===== src/sv/q4dq_pkg.sv =====
// ----------------------------------------------------------------------------
// q4dq_pkg: shared types and helpers for the 4-bit nibble dequantizer
// Payload structs, float constants and the per-nibble stage records.
// ----------------------------------------------------------------------------
package q4dq_pkg;

  localparam int unsigned SIG_W  = 24;  // bfloat16 significand with hidden bit, zero-padded to float32 width
  localparam int unsigned MAG_W  = 4;   // |nibble - 8| up to 8
  localparam int unsigned PROD_W = 28;
  localparam int unsigned MSB_W  = 5;

  localparam logic [31:0] QNAN_CANON = 32'h7FC0_0000;
  localparam logic [30:0] INF_BITS   = 31'h7F80_0000;
  localparam logic [3:0]  NIB_MID    = 4'd8;

  typedef struct packed {
    logic [15:0] scale_word;
    logic [7:0]  weight_pair;
  } in_item_t;

  typedef struct packed {
    logic [31:0] low_weight;
    logic [31:0] high_weight;
  } out_item_t;

  // Decoded scale, shared by both lanes.
  typedef struct packed {
    logic       sign;
    logic [7:0] bexp;   // effective exponent (1 for subnormals)
    logic [6:0] man;
    logic       hidden;
    logic       is_nan;
    logic       is_inf;
    logic       is_zero;
  } scale_dec_t;

  // One lane after the multiply.
  typedef struct packed {
    logic              sign;
    logic [PROD_W-1:0] prod;
    logic [7:0]        bexp;
    logic              special;  // result fully decided already
    logic [31:0]       special_val;
  } lane_prod_t;

  // One lane after the leading-one search.
  typedef struct packed {
    logic              sign;
    logic [PROD_W-1:0] prod;
    logic [7:0]        bexp;
    logic [MSB_W-1:0]  msb;
    logic              special;
    logic [31:0]       special_val;
  } lane_norm_t;

  function automatic logic [MSB_W-1:0] find_msb(input logic [PROD_W-1:0] v);
    logic [MSB_W-1:0] r;
    r = '0;
    for (int i = 0; i < PROD_W; i++) begin
      if (v[i]) r = MSB_W'(i);
    end
    return r;
  endfunction

endpackage


===== src/sv/q4dq_lane.sv =====
// ----------------------------------------------------------------------------
// q4dq_lane: one nibble lane, three register stages
// Multiply, leading-one search, then normalize and pack to float32.
// ----------------------------------------------------------------------------
module q4dq_lane (
  input  logic                 clk,
  input  logic [1:0]           adv,      // adv[0]: stage 1->2, adv[1]: stage 2->3
  input  logic                 adv_in,   // load stage 1
  input  q4dq_pkg::scale_dec_t sdec,
  input  logic [3:0]           nibble,
  output logic [31:0]          result
);
  import q4dq_pkg::*;

  lane_prod_t s1;
  lane_norm_t s2;
  logic [31:0] s3;

  lane_prod_t s1_next;
  lane_norm_t s2_next;
  logic [31:0] s3_next;
  logic        neg;
  logic [MAG_W-1:0] mag;
  logic [SIG_W-1:0] sig;
  logic [8:0]  esum;
  logic [8:0]  ne;
  logic [PROD_W-1:0] shifted;
  logic [7:0]  subsh;

  always_comb begin
    neg  = nibble < NIB_MID;
    mag  = neg ? (NIB_MID - nibble) : (nibble - NIB_MID);
    sig  = {sdec.hidden, sdec.man, 16'h0};
    s1_next.sign = sdec.sign ^ neg;
    s1_next.bexp = sdec.bexp;
    s1_next.prod = PROD_W'(sig) * PROD_W'(mag);
    s1_next.special     = 1'b0;
    s1_next.special_val = '0;
    if (sdec.is_nan) begin
      s1_next.special     = 1'b1;
      s1_next.special_val = {sdec.sign, 8'hFF, 1'b1, sdec.man[5:0], 16'h0};
    end else if (sdec.is_inf) begin
      s1_next.special     = 1'b1;
      s1_next.special_val = (mag == '0) ? QNAN_CANON : {sdec.sign ^ neg, INF_BITS};
    end else if (mag == '0 || sdec.is_zero) begin
      s1_next.special     = 1'b1;
      s1_next.special_val = {sdec.sign ^ neg, 31'h0};
    end
  end

  always_comb begin
    s2_next.sign        = s1.sign;
    s2_next.prod        = s1.prod;
    s2_next.bexp        = s1.bexp;
    s2_next.special     = s1.special;
    s2_next.special_val = s1.special_val;
    s2_next.msb         = find_msb(s1.prod);
  end

  always_comb begin
    esum  = 9'(s2.bexp) + 9'(s2.msb);
    ne    = esum - 9'd23;
    subsh = s2.bexp - 8'd1;
    shifted = (s2.msb >= MSB_W'(23)) ? (s2.prod >> (s2.msb - MSB_W'(23)))
                                     : (s2.prod << (MSB_W'(23) - s2.msb));
    if (s2.special) begin
      s3_next = s2.special_val;
    end else if (esum <= 9'd23) begin
      s3_next = {s2.sign, 8'h0, 23'(s2.prod << subsh)};
    end else if (ne >= 9'd255) begin
      s3_next = {s2.sign, INF_BITS};
    end else begin
      s3_next = {s2.sign, ne[7:0], shifted[22:0]};
    end
  end

  always_ff @(posedge clk) begin
    if (adv_in) s1 <= s1_next;
    if (adv[0]) s2 <= s2_next;
    if (adv[1]) s3 <= s3_next;
  end

  assign result = s3;

endmodule


===== src/sv/q4_nibble_dequantizer_top.sv =====
// ----------------------------------------------------------------------------
// q4_nibble_dequantizer_top: Q4 weight byte to two float32 values
// Scales both nibbles (minus 8) of a byte by a bfloat16 scale, exactly.
// ----------------------------------------------------------------------------
//  channel | handshake            | payload
//  --------+----------------------+---------------------------------
//  in      | in_valid / in_ready  | in_item  (scale_word, weight_pair)
//  out     | out_valid / out_ready| out_item (low_weight, high_weight)
//
// Each item passes the multiply, leading-one search and normalize/pack registers in turn.
// One transaction per cycle is sustained while out_ready is high; each stage holds when the one
// after it is full and stalled, so bubbles collapse and nothing repeats.
// Reset clears only the stage valid bits.
// ----------------------------------------------------------------------------
module q4_nibble_dequantizer_top (
  input  logic                clk,
  input  logic                rst,
  input  logic                in_valid,
  output logic                in_ready,
  input  q4dq_pkg::in_item_t  in_item,
  output logic                out_valid,
  input  logic                out_ready,
  output q4dq_pkg::out_item_t out_item
);
  import q4dq_pkg::*;

  logic [2:0] vld;
  logic [2:0] go;   // stage i loads this cycle
  scale_dec_t sdec;
  logic [31:0] lo_res, hi_res;

  always_comb begin
    go[2] = vld[1] & (~vld[2] | out_ready);
    go[1] = vld[0] & (~vld[1] | go[2]);
    go[0] = in_valid & (~vld[0] | go[1]);
  end

  assign in_ready  = ~vld[0] | go[1];
  assign out_valid = vld[2];

  always_comb begin
    sdec.sign    = in_item.scale_word[15];
    sdec.man     = in_item.scale_word[6:0];
    sdec.is_nan  = (in_item.scale_word[14:7] == 8'hFF) && (sdec.man != '0);
    sdec.is_inf  = (in_item.scale_word[14:7] == 8'hFF) && (sdec.man == '0);
    sdec.is_zero = (in_item.scale_word[14:0] == '0);
    sdec.hidden  = (in_item.scale_word[14:7] != 8'h0);
    sdec.bexp    = sdec.hidden ? in_item.scale_word[14:7] : 8'd1;
  end

  always_ff @(posedge clk) begin
    if (rst) begin
      vld <= '0;
    end else begin
      if (go[0]) vld[0] <= 1'b1; else if (go[1]) vld[0] <= 1'b0;
      if (go[1]) vld[1] <= 1'b1; else if (go[2]) vld[1] <= 1'b0;
      if (go[2]) vld[2] <= 1'b1; else if (out_ready) vld[2] <= 1'b0;
    end
  end

  q4dq_lane u_lo (
    .clk    (clk),
    .adv    (go[2:1]),
    .adv_in (go[0]),
    .sdec   (sdec),
    .nibble (in_item.weight_pair[3:0]),
    .result (lo_res)
  );

  q4dq_lane u_hi (
    .clk    (clk),
    .adv    (go[2:1]),
    .adv_in (go[0]),
    .sdec   (sdec),
    .nibble (in_item.weight_pair[7:4]),
    .result (hi_res)
  );

  assign out_item.low_weight  = lo_res;
  assign out_item.high_weight = hi_res;

endmodule


===== config.mk =====
export PLATFORM = sky130hd
export DESIGN_NAME = q4_nibble_dequantizer_top
export DESIGN_NICKNAME = d
export VERILOG_FILES = /design/src/sv/q4dq_pkg.sv /design/src/sv/q4dq_lane.sv /design/src/sv/q4_nibble_dequantizer_top.sv
export SDC_FILE = /design/constraint.sdc
export NUM_CORES = 1
export LEC_CHECK = 0
export ABC_AREA = 1
export BUFFER_PORTS_ARGS = -buffer_cell sky130_fd_sc_hd__clkbuf_2
export CAP_MARGIN = 10
export CORE_ASPECT_RATIO = 0.75
export CORE_MARGIN = 8
export CORE_UTILIZATION = 55
export CTS_CLUSTER_SIZE = 40
export DETAILED_ROUTE_END_ITERATION = 8
export GPL_TIMING_DRIVEN = 0
export PLACE_DENSITY = 0.86
export SLEW_MARGIN = 20
export SYNTH_ARGS = -nofsm -noshare
export SYNTH_HDL_FRONTEND = slang
export SYNTH_HIERARCHICAL = 1
export SYNTH_SLANG_ARGS = --single-unit

===== constraint.sdc =====
create_clock -name clk -period 6.1 [get_ports clk]
set_input_delay 1.22 -clock clk [delete_from_list [all_inputs] [get_ports clk]]
set_output_delay 1.22 -clock clk [all_outputs]
set_load 0.01 [all_outputs]

After elaboration in Yosys (flattened, before gate mapping). Index checks and enable logic that the tools add are counted.

Register bits: 277. Bits of input ports: 28. Output and inout port bits: 66. Logic and storage cells: 138.

$add $sub $neg: 13. Multiply operators: 2. Magnitude comparators: 8. Equality and inequality tests: 1. Shifts and indexed selects: 6. Mux-type cells: 44. Bitwise gates (word level): 11. Reduce and logical (&&, ||, !) cells: 20.

Operators by type and width (number): two-way mux 32 bit (8); two-way mux 31 bit (4); two-way mux 33 bit (2); two-way mux 4 bit (16); << shifter 28 x 5 -> 23 bit (2); << shifter 28 x 8 -> 23 bit (2); >> shifter 28 x 5 -> 23 bit (2); two-way mux 23 bit (2); multiplier 8 x 4 -> 12 bit (2); OR reduction 12 bit (2); adder 8 x 5 -> 9 bit (2); >= comparator 9 x 8 -> 1 bit (second input constant) (2); <= comparator 9 x 5 -> 1 bit (second input constant) (2); subtractor 9 x 5 -> 9 bit (second input constant) (2); zero test 15 bit (1); >= comparator 5 bit (second input constant) (2); subtractor 5 bit (first input constant) (2); subtractor 5 bit (second input constant) (2); == test 8 bit (second input constant) (1); zero test 4 bit (2); less-than comparator 4 bit (second input constant) (2); two-way mux 1 bit (8); two-way mux 2 bit (4); nonzero test 8 bit (1); other kinds (14) (30).

Longest topological paths before layout.
Depth in word-level cells: 10. Depth in mapped cells: 21.

Cells and area by module. The synthesis kept the hierarchy.

Modules (own cells, without submodules): q4dq_lane (u_hi) (times used 1, cells an instance 832, area an instance 6776.5 µm², seq. area each 2972.9 µm²); q4dq_lane (u_lo) (times used 1, cells an instance 824, area an instance 6702.7 µm², seq. area each 2972.9 µm²); q4_nibble_dequantizer_top (times used 1, cells an instance 68, area an instance 334.1 µm², seq. area each 60.1 µm²).

Worst setup path after synthesis. Ideal clock, no wire load.

Path kind: input -> register. From: input out_ready. To: register u_hi.s3[0] (netlist: u_hi/result[0]) (enable). Library setup time: 507 ps. Arrival time: 4408 ps. Data required time: 5593 ps. Path slack: 1185 ps. Stages on the path: 2. Path buffers: 0. Cell sequence: inv_1 a21oi_1.

Word-level cells in the longest chain between the ends: 2.

RTL lines: start: declaration (RTL line q4_nibble_dequantizer_top.sv:22) `input logic out_ready,`; bitwise OR 1 bit (RTL line q4_nibble_dequantizer_top.sv:33) `go[2] = vld[1] & (~vld[2] | out_ready);`; bitwise AND 1 bit (RTL line q4_nibble_dequantizer_top.sv:33); named net go[2] (RTL line q4_nibble_dequantizer_top.sv:28) `logic [2:0] go;`; end signal: assignment (RTL line q4dq_lane.sv:80) `if (adv[1]) s3 <= s3_next;`; end: declaration (RTL line q4dq_lane.sv:17) `logic [31:0] s3;`.

The timed path passes the listed nets, and every way through them passes these cells. A chain may end at the register's enable or synchronous reset.

==> impl_metrics.csv <==
group,metric,value,unit
critical_path,required,6.34,ns
power,power,3.86,mW
logic_synthesis,yosysUniqueCellTypes,50,
logic_synthesis,synth_area,13800,sq um
clocking,cts_sinks,201,
critical_path,r2r-start,"u_hi/s2[34]",
timing,tightestPinTransition,0.756,ns
logic_synthesis,synth_fp_nets,1834,
power,vdd_drop_max,0.000186,V
timing,skew,0.0147,ns
logic_synthesis,yosys_warnings,6,
global_route,grt-ovfl-total,0,
critical_path,worstSetupPathType,"input port to flop",
logic_synthesis,avgSynthCellArea,8.01,sq um
critical_path,reg2reg_depth,15,
timing,hold_ws,0.409,ns
routing,drc,0,
status,status,"finished, final reports clean",
clocking,cts_tree,"yes",
critical_path,reg2reg_to,"u_hi/result[18]",
timing,fmax,195,MHz
finish,nNetsFinal,1951,
global_route,antenna_found_initial,0,
global_route,grt_max_degree,63,
placed_design,placed_area,14800,sq um
finish,antenna_cells,0,
finish,drive_gt1_share,12.7,%
routing,wire_per_inst,15.8,microns
timing,period_minus_slack,5.13,ns
logic_synthesis,yosys_most_used_dff,"edfxtp_1",
critical_path,crit_fanout,10,
floorplanning,die_area,30500,sq um
global_route,grt_use_total,22.0,%
routing,wirelength,34600,microns
critical_path,critPathMaxStageDelay,0.54,ns
floorplanning,die_w,199,microns
placed_design,gp_congestion,0.939,
clocking,clock_path_buffers,3,
critical_path,cp_num_buf_inv,4,
clocking,clk_pin_slew,0.06,ns
placed_design,dp_hpwl,27100,microns
routing,viasPerCell,5.44,
timing,finalMaxSlewViolations,0,
worst_hold_path,worstHoldStart,"u_hi/s1[22]",
worst_hold_path,hold-path-endpoint,"u_hi/s2[22]",
logic_synthesis,yosys_register_bits,201,
clocking,ctsResizeCount,0,
placed_design,io_buffer_count,91,
placed_design,place_inst,2156,
run,max-cap-violations,0,
clocking,cts_root_buf,"clkbuf_16",
critical_path,critPathSlowestCell,"fa_1",
floorplanning,die_h,153,microns
critical_path,end_kind,"flop",
clocking,post-cts-setup-buffers,0,
routing,ant_nets,0,
critical_path,crit_path_cell_trace,"clkbuf_1 -> inv_1 -> ha_1 -> nor2_1 -> xor2_1 -> inv_1 -> nand2_1 -> fa_1 -> fa_1 -> inv_1 -> fa_1 -> nand3_1 -> nand3_1 -> nand2_1 -> nand2_1 -> a21oi_1 -> o21ai_0 -> a21oi_1 -> xnor2_1",
logic_synthesis,synth_edf_count,198,
worst_hold_path,hold_path_depth,0,
timing,setup_viol,0,
timing,fin_crit_sh,84.1,%
critical_path,crit_arrival,5.37,ns
finish,area_delta_synth_final,11.5,%
logic_synthesis,async_flop_share,0,%
global_route,grt_pass1_vias,11023,
clocking,clkLatencyLatePin,0.51,ns
timing,slew_headroom,49.6,%
finish,design_area,15400,sq um
clocking,cts_hold_buf,0,
routing,firstDrtPassIters,5,
floorplanning,io_pins,94,
routing,dr.first_iter.drc_count,1115,
finish,instances_no_fill,2192,
clocking,htreeDepth,1,
floorplanning,initial_core_util,55.6,%
timing,final_hold_viol_count,0,
floorplanning,rows,50,
power,pwr_density_cell,251,nW/um^2
timing,rsz0062_at_grt,"false",
critical_path,critical_path.startpoint_type,"input port",
finish,nFillCells,2112,
floorplanning,core-area,24800,sq um
logic_synthesis,syn_inst,1724,
logic_synthesis,seq_area_frac_synth,43.5,%
critical_path,crit_family,"adder cells",
critical_path,reg2reg_slack,2.88,ns
worst_hold_path,hp-class,"flop to flop",
clocking,cts_buffers,21,
routing,num_vias,11935,
global_route,grt_pass1_wl,54600,microns
timing,finalSetupTns,0,ns
power,p_leak,7.27,nW
[power breakdown]
part | total, mW | internal, mW | switching [mW]
registers | 1.71 | 1.65 | 0.0652
logic | 0.990 | 0.328 | 0.662
clock network | 1.16 | 0.639 | 0.520
total | 3.86 | 2.61 | 1.25
[placed cells by master, fill, tap and decap left out, types with 6 or more instances in the layout]
| cell type | instances |
|---|---|
| nand2_1 | 465 |
| nor3_1 | 24 |
| clkinv_1 | 6 |
| xnor2_1 | 8 |
| o2111ai_1 | 6 |
| a31oi_1 | 10 |
| buf_6 | 7 |
| edfxtp_1 | 198 |
| nor2_4 | 6 |
| nand3_1 | 201 |
| nor3_2 | 7 |
| nand2_2 | 26 |
| nand3b_1 | 7 |
| o21ai_0 | 55 |
| nor2_1 | 174 |
| clkbuf_16 | 21 |
| buf_2 | 12 |
| clkbuf_2 | 91 |
| fa_1 | 26 |
| nand4_1 | 20 |
| ha_1 | 56 |
| inv_1 | 228 |
| clkbuf_1 | 21 |
| or2_2 | 6 |
| a21oi_1 | 67 |
| nor2_2 | 12 |
| xor2_1 | 16 |
| inv_2 | 10 |
[final cells by class]
type	count	area [sq um]	share of cell area (%)
buffer	44	255	1.66
tap	338	423	2.75
inverter	243	917	5.96
clock buffer	24	537	3.49
clock inverter	12	80.1	0.520
multi-input combinational	1236	6650	43.2
sequential	201	6010	39.0
timing repair buffer	94	531	3.44
[worst max-delay path by stage]
| stage | startpoint | to | cells past startpoint |
|---|---|---|---|
| after floorplan | out_ready | u_hi/result[0] | 2 |
| after global placement | out_ready | u_hi/result[20] | 3 |
| after detailed placement | in_item[4] | u_hi/s1[67] | 19 |
| after CTS | in_item[4] | u_hi/s1[67] | 19 |
| after global routing | in_item[4] | u_hi/s1[67] | 19 |
| final | in_item[4] | u_hi/s1[67] | 19 |
[logic make-up after synthesis]
logic type,synth area share (%)
and+or+nand+nor,31.4
buffers and inverters,8.45
DFF,43.5
AOI/OAI and AO/OA,6.20
adders and majority gates,8.84
xor gates and xnor gates,1.64
[flip-flops by register name, summed over array words and instances (netlist names)]
signal and cells:
u_hi/s2 36, u_lo/s2 36, u_hi/result 32, u_lo/result 32, u_hi/s1 31, u_lo/s1 31
vld 3
[metal layers]
metal / global-route usage (%) / routed length (microns) / vias up
met4: 5.71 / 679 / 0
met2: 33.3 / 14800 / 555
li1: - / - / 5904
met1: 32.1 / 15800 / 5420
met5: 0 / 0 / -
met3: 3.93 / 3360 / 56
[synthesized netlist by cell type, types with 7 or more instances]
| master | instances | area, sq um |
|---|---|---|
| a21oi_1 | 68 | 340 |
| nand3b_1 | 7 | 52.6 |
| nand2_2 | 26 | 163 |
| nand4_1 | 20 | 125 |
| nand2_1 | 465 | 1750 |
| edfxtp_1 | 198 | 5950 |
| nor3_2 | 7 | 70.1 |
| xnor2_1 | 8 | 70.1 |
| nand3_1 | 201 | 1010 |
| buf_6 | 7 | 78.8 |
| nor2_1 | 174 | 653 |
| a31oi_1 | 10 | 62.6 |
| nor2_2 | 12 | 75.1 |
| o21ai_0 | 55 | 275 |
| inv_2 | 10 | 37.5 |
| xor2_1 | 16 | 140 |
| nor3_1 | 24 | 120 |
| fa_1 | 26 | 521 |
| clkbuf_1 | 18 | 67.6 |
| buf_2 | 12 | 60.1 |
| ha_1 | 56 | 701 |
| inv_1 | 230 | 863 |
[through the flow]
stage	utilization [%]	worst slack, ns
final	62.0	0.971
after global routing	62.0	0.759
after CTS	62.0	1.06
after detailed placement	59.5	0.575
after global placement	59.2	-0.0201
after floorplan	-	1.18
Power figures use the tool's default switching activity.
